File: config.mk
export PLATFORM = sky130hd
export DESIGN_NAME = fm_discriminator_clamp_squelch
export DESIGN_NICKNAME = d
export VERILOG_FILES = /design/src/hdl/fmdc_pkg.sv /design/src/hdl/fm_discriminator_clamp_squelch.sv /design/src/hdl/fmdc_mac.sv /design/src/hdl/fmdc_cordic.sv /design/src/hdl/fmdc_squelch.sv
export SDC_FILE = /design/constraint.sdc
export NUM_CORES = 2
export LEC_CHECK = 0
export BUFFER_PORTS_ARGS = -buffer_cell sky130_fd_sc_hd__buf_2
export CAP_MARGIN = 20
export CORE_MARGIN = 4
export CORE_UTILIZATION = 50
export CTS_BUF_LIST = sky130_fd_sc_hd__clkbuf_16
export DETAILED_ROUTE_END_ITERATION = 16
export PLACE_DENSITY = 0.66
export SLEW_MARGIN = 0
export SYNTH_ARGS = -nofsm -noshare
export SYNTH_HDL_FRONTEND = slang
export SYNTH_SLANG_ARGS = --single-unit
File: constraint.sdc
create_clock -name clk -period 36.9 [get_ports clk]
set_input_delay 3.69 -clock clk [delete_from_list [all_inputs] [get_ports clk]]
set_output_delay 3.69 -clock clk [all_outputs]
set_load 0.005 [all_outputs]
File: src/hdl/fmdc_pkg.sv
`timescale 1ns / 1ps
// Shared types, widths, register indexes and the arctangent table of the
// FM discriminator with clamp and squelch. No dependencies.
package fmdc_pkg;

    localparam int IQ_W          = 16;
    localparam int GAIN_W        = 16;
    localparam int CLAMP_W       = 15;
    localparam int DEV_W         = 16;
    localparam int PROD_W        = 2 * IQ_W + 1;
    localparam int XY_W          = PROD_W + 2;
    localparam int ANG_W         = 33;
    localparam int MUL_W         = 18;
    localparam int ACC_W         = 50;
    localparam int SCALE_SHIFT   = 28;
    localparam int DEV_RAW_W     = ACC_W - SCALE_SHIFT;
    localparam int CORDIC_STAGES = 16;
    localparam int STEP_W        = $clog2(CORDIC_STAGES);
    localparam int ATAN_IDX_W    = 5;
    localparam int MAX_BLOCK     = 4096;
    localparam int CNT_W         = $clog2(MAX_BLOCK + 1);

    localparam logic [GAIN_W-1:0]  GAIN_RESET  = 16'd2560;
    localparam logic [CLAMP_W-1:0] CLAMP_RESET = 15'd8192;

    localparam logic signed [ANG_W-1:0] HALF_PI    = 33'sd1073741824;
    localparam logic signed [ACC_W-1:0] ROUND_BIAS = 50'sd134217728;

    localparam logic REG_GAIN  = 1'b0;
    localparam logic REG_CLAMP = 1'b1;

    typedef enum logic [2:0] {
        ST_IDLE,
        ST_PROD,
        ST_LOAD,
        ST_ROT,
        ST_SCALE,
        ST_DONE
    } state_t;

    typedef struct packed {
        logic load;
        logic iter;
    } cordic_ctl_t;

    function automatic logic signed [ANG_W-1:0] atan_lut(input logic [ATAN_IDX_W-1:0] idx);
        logic signed [ANG_W-1:0] val;
        case (idx)
            5'd0:    val = 33'sd536870912;
            5'd1:    val = 33'sd316933406;
            5'd2:    val = 33'sd167458907;
            5'd3:    val = 33'sd85004756;
            5'd4:    val = 33'sd42667331;
            5'd5:    val = 33'sd21354465;
            5'd6:    val = 33'sd10679838;
            5'd7:    val = 33'sd5340245;
            5'd8:    val = 33'sd2670163;
            5'd9:    val = 33'sd1335087;
            5'd10:   val = 33'sd667544;
            5'd11:   val = 33'sd333772;
            5'd12:   val = 33'sd166886;
            5'd13:   val = 33'sd83443;
            5'd14:   val = 33'sd41722;
            5'd15:   val = 33'sd20861;
            5'd16:   val = 33'sd10430;
            5'd17:   val = 33'sd5215;
            5'd18:   val = 33'sd2608;
            5'd19:   val = 33'sd1304;
            5'd20:   val = 33'sd652;
            5'd21:   val = 33'sd326;
            5'd22:   val = 33'sd163;
            5'd23:   val = 33'sd81;
            default: val = '0;
        endcase
        return val;
    endfunction

endpackage

File: src/hdl/fm_discriminator_clamp_squelch.sv
`timescale 1ns / 1ps
// FM quadrature discriminator with deviation clamp and clamp-rate squelch.
// Depends on fmdc_pkg, fmdc_mac, fmdc_cordic and fmdc_squelch.
//
// Usage: a sample request (iq_re, iq_im, last_of_block) is taken on a rising
// edge with in_valid high and in_stall low. Each sample yields one result
// request (deviation, was_clamped, squelch_on, block_end) on the output
// channel, taken when out_valid is high and out_stall is low.
// The block takes no new sample until it is through with the last one: four
// multiply-accumulate steps on the shared 18 by 18 multiplier form the
// conjugate product, a load step starts the CORDIC, which then rotates on its
// single shift-and-add unit, and two more multiplier steps apply the gain.
// The result is registered and appears in the same cycle that in_stall goes low.
// The result sits in an output register; if the receiver stalls, the block
// finishes the next sample and then waits with in_stall high until the
// register is free. Stalled results hold their value.
// Reset sets gain to 2560, clamp level to 8192, clears the previous sample and
// the block counters, and starts with squelch on. The registers gain (index 0)
// and clamp_level (index 1) are written through cfg_we, cfg_index, cfg_data;
// the user must write them only while idle; the block does not enforce this.
module fm_discriminator_clamp_squelch (
    input  logic                                   clk,
    input  logic                                   rst_n,
    input  logic                                   in_valid,
    output logic                                   in_stall,
    input  logic signed [fmdc_pkg::IQ_W-1:0]       iq_re,
    input  logic signed [fmdc_pkg::IQ_W-1:0]       iq_im,
    input  logic                                   last_of_block,
    output logic                                   out_valid,
    input  logic                                   out_stall,
    output logic signed [fmdc_pkg::DEV_W-1:0]      deviation,
    output logic                                   was_clamped,
    output logic                                   squelch_on,
    output logic                                   block_end,
    input  logic                                   cfg_we,
    input  logic                                   cfg_index,
    input  logic [fmdc_pkg::GAIN_W-1:0]            cfg_data
);

    localparam int STEP_W = fmdc_pkg::STEP_W;
    localparam logic [STEP_W-1:0] STEP_LAST_ROT = STEP_W'(fmdc_pkg::CORDIC_STAGES - 1);
    localparam logic [STEP_W-1:0] STEP_LAST_PROD = STEP_W'(3);
    localparam logic [STEP_W-1:0] STEP_LAST_SCALE = STEP_W'(1);

    fmdc_pkg::state_t                 state_reg, state_next;
    logic [STEP_W-1:0]                step_reg, step_next;
    logic [fmdc_pkg::GAIN_W-1:0]      gain_reg;
    logic [fmdc_pkg::CLAMP_W-1:0]     clamp_reg;
    logic signed [fmdc_pkg::IQ_W-1:0] cur_re_reg, cur_im_reg, prev_re_reg, prev_im_reg;
    logic                             last_reg;
    logic signed [fmdc_pkg::PROD_W-1:0] rr_reg, ri_reg;
    logic signed [fmdc_pkg::ACC_W-1:0]  acc_reg;
    logic                             out_valid_reg;
    logic signed [fmdc_pkg::DEV_W-1:0] dev_out_reg;
    logic                             hit_out_reg, muted_out_reg, end_out_reg;

    logic                             accept, commit, out_free;
    fmdc_pkg::cordic_ctl_t            cordic_ctl;
    logic signed [fmdc_pkg::MUL_W-1:0] mac_a, mac_b;
    logic signed [fmdc_pkg::ACC_W-1:0] mac_base, mac_sum;
    logic                             mac_sub, mac_shift;
    logic signed [fmdc_pkg::ANG_W-1:0] angle;
    logic signed [fmdc_pkg::DEV_W-1:0] dev;
    logic                             hit, muted_now;

    assign out_free = !out_valid_reg || !out_stall;
    assign accept   = in_valid && !in_stall;

    // Next state and step counter.
    always_comb
    begin
        state_next = state_reg;
        step_next  = step_reg;
        case (state_reg)
            fmdc_pkg::ST_IDLE:
            begin
                if (in_valid)
                begin
                    state_next = fmdc_pkg::ST_PROD;
                    step_next  = '0;
                end
            end
            fmdc_pkg::ST_PROD:
            begin
                step_next = step_reg + 1'b1;
                if (step_reg == STEP_LAST_PROD)
                begin
                    state_next = fmdc_pkg::ST_LOAD;
                    step_next  = '0;
                end
            end
            fmdc_pkg::ST_LOAD:
            begin
                state_next = fmdc_pkg::ST_ROT;
                step_next  = '0;
            end
            fmdc_pkg::ST_ROT:
            begin
                step_next = step_reg + 1'b1;
                if (step_reg == STEP_LAST_ROT)
                begin
                    state_next = fmdc_pkg::ST_SCALE;
                    step_next  = '0;
                end
            end
            fmdc_pkg::ST_SCALE:
            begin
                step_next = step_reg + 1'b1;
                if (step_reg == STEP_LAST_SCALE)
                begin
                    state_next = fmdc_pkg::ST_DONE;
                    step_next  = '0;
                end
            end
            fmdc_pkg::ST_DONE:
            begin
                if (out_free)
                begin
                    state_next = fmdc_pkg::ST_IDLE;
                end
            end
            default:
            begin
                state_next = fmdc_pkg::ST_IDLE;
                step_next  = '0;
            end
        endcase
    end

    // Sequencer outputs.
    always_comb
    begin
        in_stall        = 1'b1;
        cordic_ctl.load = 1'b0;
        cordic_ctl.iter = 1'b0;
        commit          = 1'b0;
        case (state_reg)
            fmdc_pkg::ST_IDLE:  in_stall = 1'b0;
            fmdc_pkg::ST_LOAD:  cordic_ctl.load = 1'b1;
            fmdc_pkg::ST_ROT:   cordic_ctl.iter = 1'b1;
            fmdc_pkg::ST_DONE:  commit = out_free;
            default:            in_stall = 1'b1;
        endcase
    end

    // Operand selection for the shared multiplier.
    always_comb
    begin
        mac_a     = fmdc_pkg::MUL_W'(cur_re_reg);
        mac_b     = fmdc_pkg::MUL_W'(prev_re_reg);
        mac_base  = '0;
        mac_sub   = 1'b0;
        mac_shift = 1'b0;
        if (state_reg == fmdc_pkg::ST_SCALE)
        begin
            mac_b = fmdc_pkg::MUL_W'(signed'({1'b0, gain_reg}));
            if (step_reg[0])
            begin
                mac_a     = fmdc_pkg::MUL_W'(signed'(angle[fmdc_pkg::ANG_W-1:16]));
                mac_base  = acc_reg;
                mac_shift = 1'b1;
            end
            else
            begin
                mac_a    = fmdc_pkg::MUL_W'(signed'({1'b0, angle[15:0]}));
                mac_base = fmdc_pkg::ROUND_BIAS;
            end
        end
        else
        begin
            case (step_reg[1:0])
                2'd0:
                begin
                    mac_a = fmdc_pkg::MUL_W'(cur_re_reg);
                    mac_b = fmdc_pkg::MUL_W'(prev_re_reg);
                end
                2'd1:
                begin
                    mac_a    = fmdc_pkg::MUL_W'(cur_im_reg);
                    mac_b    = fmdc_pkg::MUL_W'(prev_im_reg);
                    mac_base = fmdc_pkg::ACC_W'(rr_reg);
                end
                2'd2:
                begin
                    mac_a = fmdc_pkg::MUL_W'(cur_im_reg);
                    mac_b = fmdc_pkg::MUL_W'(prev_re_reg);
                end
                default:
                begin
                    mac_a    = fmdc_pkg::MUL_W'(cur_re_reg);
                    mac_b    = fmdc_pkg::MUL_W'(prev_im_reg);
                    mac_base = fmdc_pkg::ACC_W'(ri_reg);
                    mac_sub  = 1'b1;
                end
            endcase
        end
    end

    fmdc_mac u_mac (
        .op_a     (mac_a),
        .op_b     (mac_b),
        .base     (mac_base),
        .sub      (mac_sub),
        .shift_hi (mac_shift),
        .sum      (mac_sum)
    );

    fmdc_cordic u_cordic (
        .clk    (clk),
        .ctl    (cordic_ctl),
        .idx    (fmdc_pkg::ATAN_IDX_W'(step_reg)),
        .vec_re (rr_reg),
        .vec_im (ri_reg),
        .angle  (angle)
    );

    fmdc_squelch u_squelch (
        .clk         (clk),
        .rst_n       (rst_n),
        .commit      (commit),
        .dev_raw     (acc_reg[fmdc_pkg::ACC_W-1:fmdc_pkg::SCALE_SHIFT]),
        .clamp_level (clamp_reg),
        .last        (last_reg),
        .dev         (dev),
        .hit         (hit),
        .muted_now   (muted_now)
    );

    always_ff @(posedge clk or negedge rst_n)
    begin
        if (!rst_n)
        begin
            state_reg     <= fmdc_pkg::ST_IDLE;
            step_reg      <= '0;
            gain_reg      <= fmdc_pkg::GAIN_RESET;
            clamp_reg     <= fmdc_pkg::CLAMP_RESET;
            prev_re_reg   <= '0;
            prev_im_reg   <= '0;
            out_valid_reg <= 1'b0;
        end
        else
        begin
            state_reg <= state_next;
            step_reg  <= step_next;
            if (cfg_we)
            begin
                if (cfg_index == fmdc_pkg::REG_GAIN)
                begin
                    gain_reg <= cfg_data;
                end
                else if (cfg_index == fmdc_pkg::REG_CLAMP)
                begin
                    clamp_reg <= cfg_data[fmdc_pkg::CLAMP_W-1:0];
                end
            end
            if (commit)
            begin
                prev_re_reg   <= cur_re_reg;
                prev_im_reg   <= cur_im_reg;
                out_valid_reg <= 1'b1;
            end
            else if (!out_stall)
            begin
                out_valid_reg <= 1'b0;
            end
        end
    end

    always_ff @(posedge clk)
    begin
        if (accept)
        begin
            cur_re_reg <= iq_re;
            cur_im_reg <= iq_im;
            last_reg   <= last_of_block;
        end
        if (state_reg == fmdc_pkg::ST_PROD)
        begin
            if (step_reg[1])
            begin
                ri_reg <= mac_sum[fmdc_pkg::PROD_W-1:0];
            end
            else
            begin
                rr_reg <= mac_sum[fmdc_pkg::PROD_W-1:0];
            end
        end
        if (state_reg == fmdc_pkg::ST_SCALE)
        begin
            acc_reg <= mac_sum;
        end
        if (commit)
        begin
            dev_out_reg   <= dev;
            hit_out_reg   <= hit;
            muted_out_reg <= muted_now;
            end_out_reg   <= last_reg;
        end
    end

    assign out_valid   = out_valid_reg;
    assign deviation   = dev_out_reg;
    assign was_clamped = hit_out_reg;
    assign squelch_on  = muted_out_reg;
    assign block_end   = end_out_reg;

endmodule

File: src/hdl/fmdc_mac.sv
`timescale 1ns / 1ps
// Shared signed multiplier with a post-adder, used for the conjugate product
// and for the gain scaling. Depends on fmdc_pkg.
module fmdc_mac (
    input  logic signed [fmdc_pkg::MUL_W-1:0] op_a,
    input  logic signed [fmdc_pkg::MUL_W-1:0] op_b,
    input  logic signed [fmdc_pkg::ACC_W-1:0] base,
    input  logic                              sub,
    input  logic                              shift_hi,
    output logic signed [fmdc_pkg::ACC_W-1:0] sum
);

    logic signed [2*fmdc_pkg::MUL_W-1:0] prod;
    logic signed [fmdc_pkg::ACC_W-1:0]   prod_ext;
    logic signed [fmdc_pkg::ACC_W-1:0]   addend;

    always_comb
    begin
        prod     = op_a * op_b;
        prod_ext = fmdc_pkg::ACC_W'(prod);
        addend   = shift_hi ? (prod_ext <<< 16) : prod_ext;
        sum      = sub ? (base - addend) : (base + addend);
    end

endmodule

File: src/hdl/fmdc_cordic.sv
`timescale 1ns / 1ps
// Iterative vectoring CORDIC: one micro-rotation per cycle on a single
// shift-and-add unit, giving the binary angle of a vector. Depends on fmdc_pkg.
module fmdc_cordic (
    input  logic                                   clk,
    input  fmdc_pkg::cordic_ctl_t                  ctl,
    input  logic [fmdc_pkg::ATAN_IDX_W-1:0]        idx,
    input  logic signed [fmdc_pkg::PROD_W-1:0]     vec_re,
    input  logic signed [fmdc_pkg::PROD_W-1:0]     vec_im,
    output logic signed [fmdc_pkg::ANG_W-1:0]      angle
);

    logic signed [fmdc_pkg::XY_W-1:0]  x_reg, x_next;
    logic signed [fmdc_pkg::XY_W-1:0]  y_reg, y_next;
    logic signed [fmdc_pkg::ANG_W-1:0] z_reg, z_next;
    logic                              zero_reg, zero_next;
    logic signed [fmdc_pkg::XY_W-1:0]  re_ext, im_ext, xs, ys;
    logic signed [fmdc_pkg::ANG_W-1:0] step_ang;

    always_comb
    begin
        re_ext    = fmdc_pkg::XY_W'(vec_re);
        im_ext    = fmdc_pkg::XY_W'(vec_im);
        xs        = x_reg >>> idx;
        ys        = y_reg >>> idx;
        step_ang  = fmdc_pkg::atan_lut(idx);
        x_next    = x_reg;
        y_next    = y_reg;
        z_next    = z_reg;
        zero_next = zero_reg;
        if (ctl.load)
        begin
            zero_next = (vec_re == '0) && (vec_im == '0);
            if (vec_re < 0)
            begin
                if (vec_im >= 0)
                begin
                    x_next = im_ext;
                    y_next = -re_ext;
                    z_next = fmdc_pkg::HALF_PI;
                end
                else
                begin
                    x_next = -im_ext;
                    y_next = re_ext;
                    z_next = -fmdc_pkg::HALF_PI;
                end
            end
            else
            begin
                x_next = re_ext;
                y_next = im_ext;
                z_next = '0;
            end
        end
        else if (ctl.iter)
        begin
            if (y_reg >= 0)
            begin
                x_next = x_reg + ys;
                y_next = y_reg - xs;
                z_next = z_reg + step_ang;
            end
            else
            begin
                x_next = x_reg - ys;
                y_next = y_reg + xs;
                z_next = z_reg - step_ang;
            end
        end
    end

    always_ff @(posedge clk)
    begin
        x_reg    <= x_next;
        y_reg    <= y_next;
        z_reg    <= z_next;
        zero_reg <= zero_next;
    end

    assign angle = zero_reg ? '0 : z_reg;

endmodule

File: src/hdl/fmdc_squelch.sv
`timescale 1ns / 1ps
// Deviation clamp, saturating block counters and the clamp-rate squelch
// decision taken at each block end. Depends on fmdc_pkg.
module fmdc_squelch (
    input  logic                                    clk,
    input  logic                                    rst_n,
    input  logic                                    commit,
    input  logic signed [fmdc_pkg::DEV_RAW_W-1:0]   dev_raw,
    input  logic [fmdc_pkg::CLAMP_W-1:0]            clamp_level,
    input  logic                                    last,
    output logic signed [fmdc_pkg::DEV_W-1:0]       dev,
    output logic                                    hit,
    output logic                                    muted_now
);

    localparam int CMP_W = fmdc_pkg::DEV_RAW_W + 1;
    localparam int CNT_W_L = fmdc_pkg::CNT_W;
    localparam int RAT_W = CNT_W_L + 7;
    localparam logic [CNT_W_L-1:0] CNT_MAX = CNT_W_L'(fmdc_pkg::MAX_BLOCK);

    logic [CNT_W_L-1:0] hit_cnt_reg, hit_cnt_next;
    logic [CNT_W_L-1:0] smp_cnt_reg, smp_cnt_next;
    logic               muted_reg, muted_next;
    logic signed [CMP_W-1:0] d_ext, lim, d_sel;
    logic [CNT_W_L-1:0] hit_inc, smp_inc;
    logic [RAT_W-1:0]   n_ext, h16, h128;

    always_comb
    begin
        d_ext = CMP_W'(dev_raw);
        lim   = CMP_W'(signed'({1'b0, clamp_level}));
        hit   = 1'b1;
        if (d_ext >= lim)
        begin
            d_sel = lim;
        end
        else if (d_ext <= -lim)
        begin
            d_sel = -lim;
        end
        else
        begin
            d_sel = d_ext;
            hit   = 1'b0;
        end
        dev = d_sel[fmdc_pkg::DEV_W-1:0];

        smp_inc = (smp_cnt_reg < CNT_MAX) ? smp_cnt_reg + 1'b1 : smp_cnt_reg;
        hit_inc = (hit && (hit_cnt_reg < CNT_MAX)) ? hit_cnt_reg + 1'b1 : hit_cnt_reg;
        n_ext   = RAT_W'(smp_inc);
        h16     = RAT_W'({hit_inc, 4'b0000});
        h128    = {hit_inc, 7'b0000000};

        muted_now    = muted_reg;
        hit_cnt_next = hit_inc;
        smp_cnt_next = smp_inc;
        if (last)
        begin
            if (h16 > n_ext)
            begin
                muted_now = 1'b1;
            end
            else if (h128 < n_ext)
            begin
                muted_now = 1'b0;
            end
            hit_cnt_next = '0;
            smp_cnt_next = '0;
        end
        muted_next = muted_now;
    end

    always_ff @(posedge clk or negedge rst_n)
    begin
        if (!rst_n)
        begin
            hit_cnt_reg <= '0;
            smp_cnt_reg <= '0;
            muted_reg   <= 1'b1;
        end
        else if (commit)
        begin
            hit_cnt_reg <= hit_cnt_next;
            smp_cnt_reg <= smp_cnt_next;
            muted_reg   <= muted_next;
        end
    end

endmodule

==> metrics.yaml <==
routing:
  via_per_inst: 6.03
  wl_um: 134000
  via_count: 38200
  drc: 0
  wire_per_inst_um: 21.2
  ant_nets: 0
  first_iter_violations: 3960
  first_pass_iters: 6
sta:
  grt_setup_unrepaired: "no"
  period_share_pct: 37.5
  slew_headroom_pct: 21.8
  fin_crit_ns: 13.82
  report.final.slew_viol_count: 0
  max_freq_mhz: 72.3
  fin_setup_tns_ns: 0
  fin_ws_ns: 23.08
  worst_slew_pin_slew_ns: 1.17
  hold_viol_final: 0
  whs_ns: 0.468
  finalSetupViolations: 0
  fin_worst_skew_ns: 0.0442
setup_path:
  setup.worst_path.start_class: "flop"
  startpoint: "step_reg[1]"
  crit_type: "reg -> reg"
  r2r-start: "step_reg[1]"
  worst_path_max_delay_cell: "dfrtp_4"
  r2r_setup_slack_ns: 23.08
  crit_path_max_fanout: 46
  path_delay_family: "compound AO/OA/AOI/OAI gates"
  worstPathRequired_ns: 37.28
  max_stage_delay_ns: 0.78
  worst-path-buf-inv: 7
  end_kind: "flop"
  worstPathArrival_ns: 14.20
placed_design:
  place.gp.congestion: 1.00
  place_ws_ns: 23.32
  dp_hpwl_um: 105000
  portBuffers: 75
global_routing:
  grt_pass1_wl_um: 209000
  antenna_found_initial: 6
  grt_usage_pct: 28.1
  grt_max_degree: 75
  grt_pass1_vias: 36400
  globalRouteOverflowTotal: 0
floorplanning:
  core_area_um2: 88900
  die_h_um: 308
  ios: 76
  dieArea_um2: 95000
  fp-row-count: 109
  initial_core_util_pct: 50.7
  dieWidth_um: 308
synth:
  syn-cell-area_um2: 45100
  syn_inst: 5171
  syn-num-nets: 5855
  yosys_warnings: 0
  ys_types: 93
  yosysSeqAreaShare_pct: 23.6
  synth_edf_count: 272
  syn_area_per_cell_um2: 8.71
  synth_seq_cells: 370
  async_reset_ff_share_pct: 26.5
  synth_ff_type: "edfxtp_1"
clock_network:
  clockBufferDepth: 3
  cts-buffers-inserted: 48
  ctsHoldBuffers: 0
  htreeDepth: 2
  ctsRootBufferMaster: "clkbuf_16"
  postCtsSetupRepairBufs: 0
  cts_tree: "built"
  insertion_delay_ns: 0.65
  clock_sinks: 370
  cts_resized: 0
  clk_pin_slew_ns: 0.06
final_layout:
  drive_gt1_share_pct: 8.13
  largest_register_ffs: 50
  fill_cells: 8258
  fin_util_pct: 54.2
  final_nets: 5811
  area_delta_synth_final_pct: 6.90
  diodes: 0
status:
  status: "completed"
min_path:
  hold_path_startpoint: "cur_re_reg[12]"
  hold_class: "reg -> reg"
job:
  cap_violations: 0
-- final cells by class --
class / count / area [um2] / area share [%]
Multi-Input combinational cell: 4026 / 31600 / 65.5
Clock inverter: 41 / 365 / 0.759
Clock buffer: 48 / 1200 / 2.49
Inverter: 536 / 2020 / 4.19
Sequential cell: 370 / 10600 / 22.1
Tap cell: 1165 / 1460 / 3.03
Timing Repair Buffer: 145 / 928 / 1.93
-- metrics by stage --
step           area [um2]  instances
2_1_floorplan       45100       5171
3_3_place_gp        46500       6237
5_1_grt             48200       6331
3_5_place_dp        46500       6239
4_1_cts             48100       6328
6_report            48200       6331
-- placed cells by master (no fill, tap or decap), types with 90 or more instances in the layout --
cell and n:
a21oi_1 316, xor2_1 143, a21o_1 125, nand3_1 94
xnor2_1 217, fa_1 320, nor2_1 484, o21ai_0 310
dfrtp_1 90, edfxtp_1 272, ha_1 309, inv_1 536
nand2_1 650, mux2i_1 115
-- synthesized netlist by cell type, drive strengths merged, types with 9 or more instances --
library cell	instances	area, um2
nand2	650	2440
inv	534	2000
nor2	488	1830
o21ai	326	1640
fa	320	6410
a21oi	316	1580
ha	309	3870
edfxtp	272	8170
xnor2	218	1920
clkbuf	185	694
xor2	144	1280
a21o	125	938
mux2i	115	1150
nand3	95	475
dfrtp	94	2350
nor3	77	385
mux4	71	1600
mux2	64	721
o211ai	61	458
nand2b	56	350
buf	54	234
o21a	47	353
a31oi	41	257
or3	40	255
nand4	39	244
o31ai	36	280
and3	32	200
a222oi	29	290
and2	29	181
o21bai	29	218
a211oi	26	205
nor2b	26	163
nor4	24	150
or2	20	125
o41ai	16	140
a211o	11	105
a41oi	11	104
a22oi	10	75.1
a21boi	9	67.6
nor3b	9	67.6
o22ai	9	56.3
-- tightest hold or removal path: stages, from the launching register on --
cell and delay, ns:
edfxtp_1 0.34, nand2_1 0.05, nand2_1 0.05
-- cell families (layout without fill, tap and decap cells) --
| group | count (synthesis) | in the layout | synth area share (%) |
|---|---|---|---|
| AO/OA/AOI/OAI | 1174 | 1174 | 16.5 |
| XOR/XNOR | 362 | 362 | 7.10 |
| adder cells (fa/ha/maj) | 629 | 629 | 22.8 |
| buffers and inverters | 775 | 770 | 6.53 |
| flip-flops | 370 | 370 | 23.6 |
| multiplexers | 250 | 250 | 7.70 |
| AND/OR/NAND/NOR | 1611 | 1611 | 15.7 |
-- per-layer routing --
metal / global-route usage (%) / vias up / routed length [um]
met4: 7.71 / 4 / 3790
met3: 4.58 / 213 / 11800
met1: 41.5 / 18600 / 59700
met2: 42.8 / 1509 / 58800
li1: - / 17900 / -
met5: 0 / - / 27
-- worst paths after layout --
check	endpoint	depth (start not counted)
max in group asynchronous	clamp_reg[12]	2
min in group asynchronous	state_reg[0]	1
worst max register to register	acc_reg[47]	41
worst min register to register	prev_re_reg[12]	2
worst min-delay path	prev_re_reg[12]	2
worst max-delay path	acc_reg[47]	41
Power is left out: the tool's default activity adds up to more than one toggle a clock period on the data nets, which glitch-free logic cannot reach.
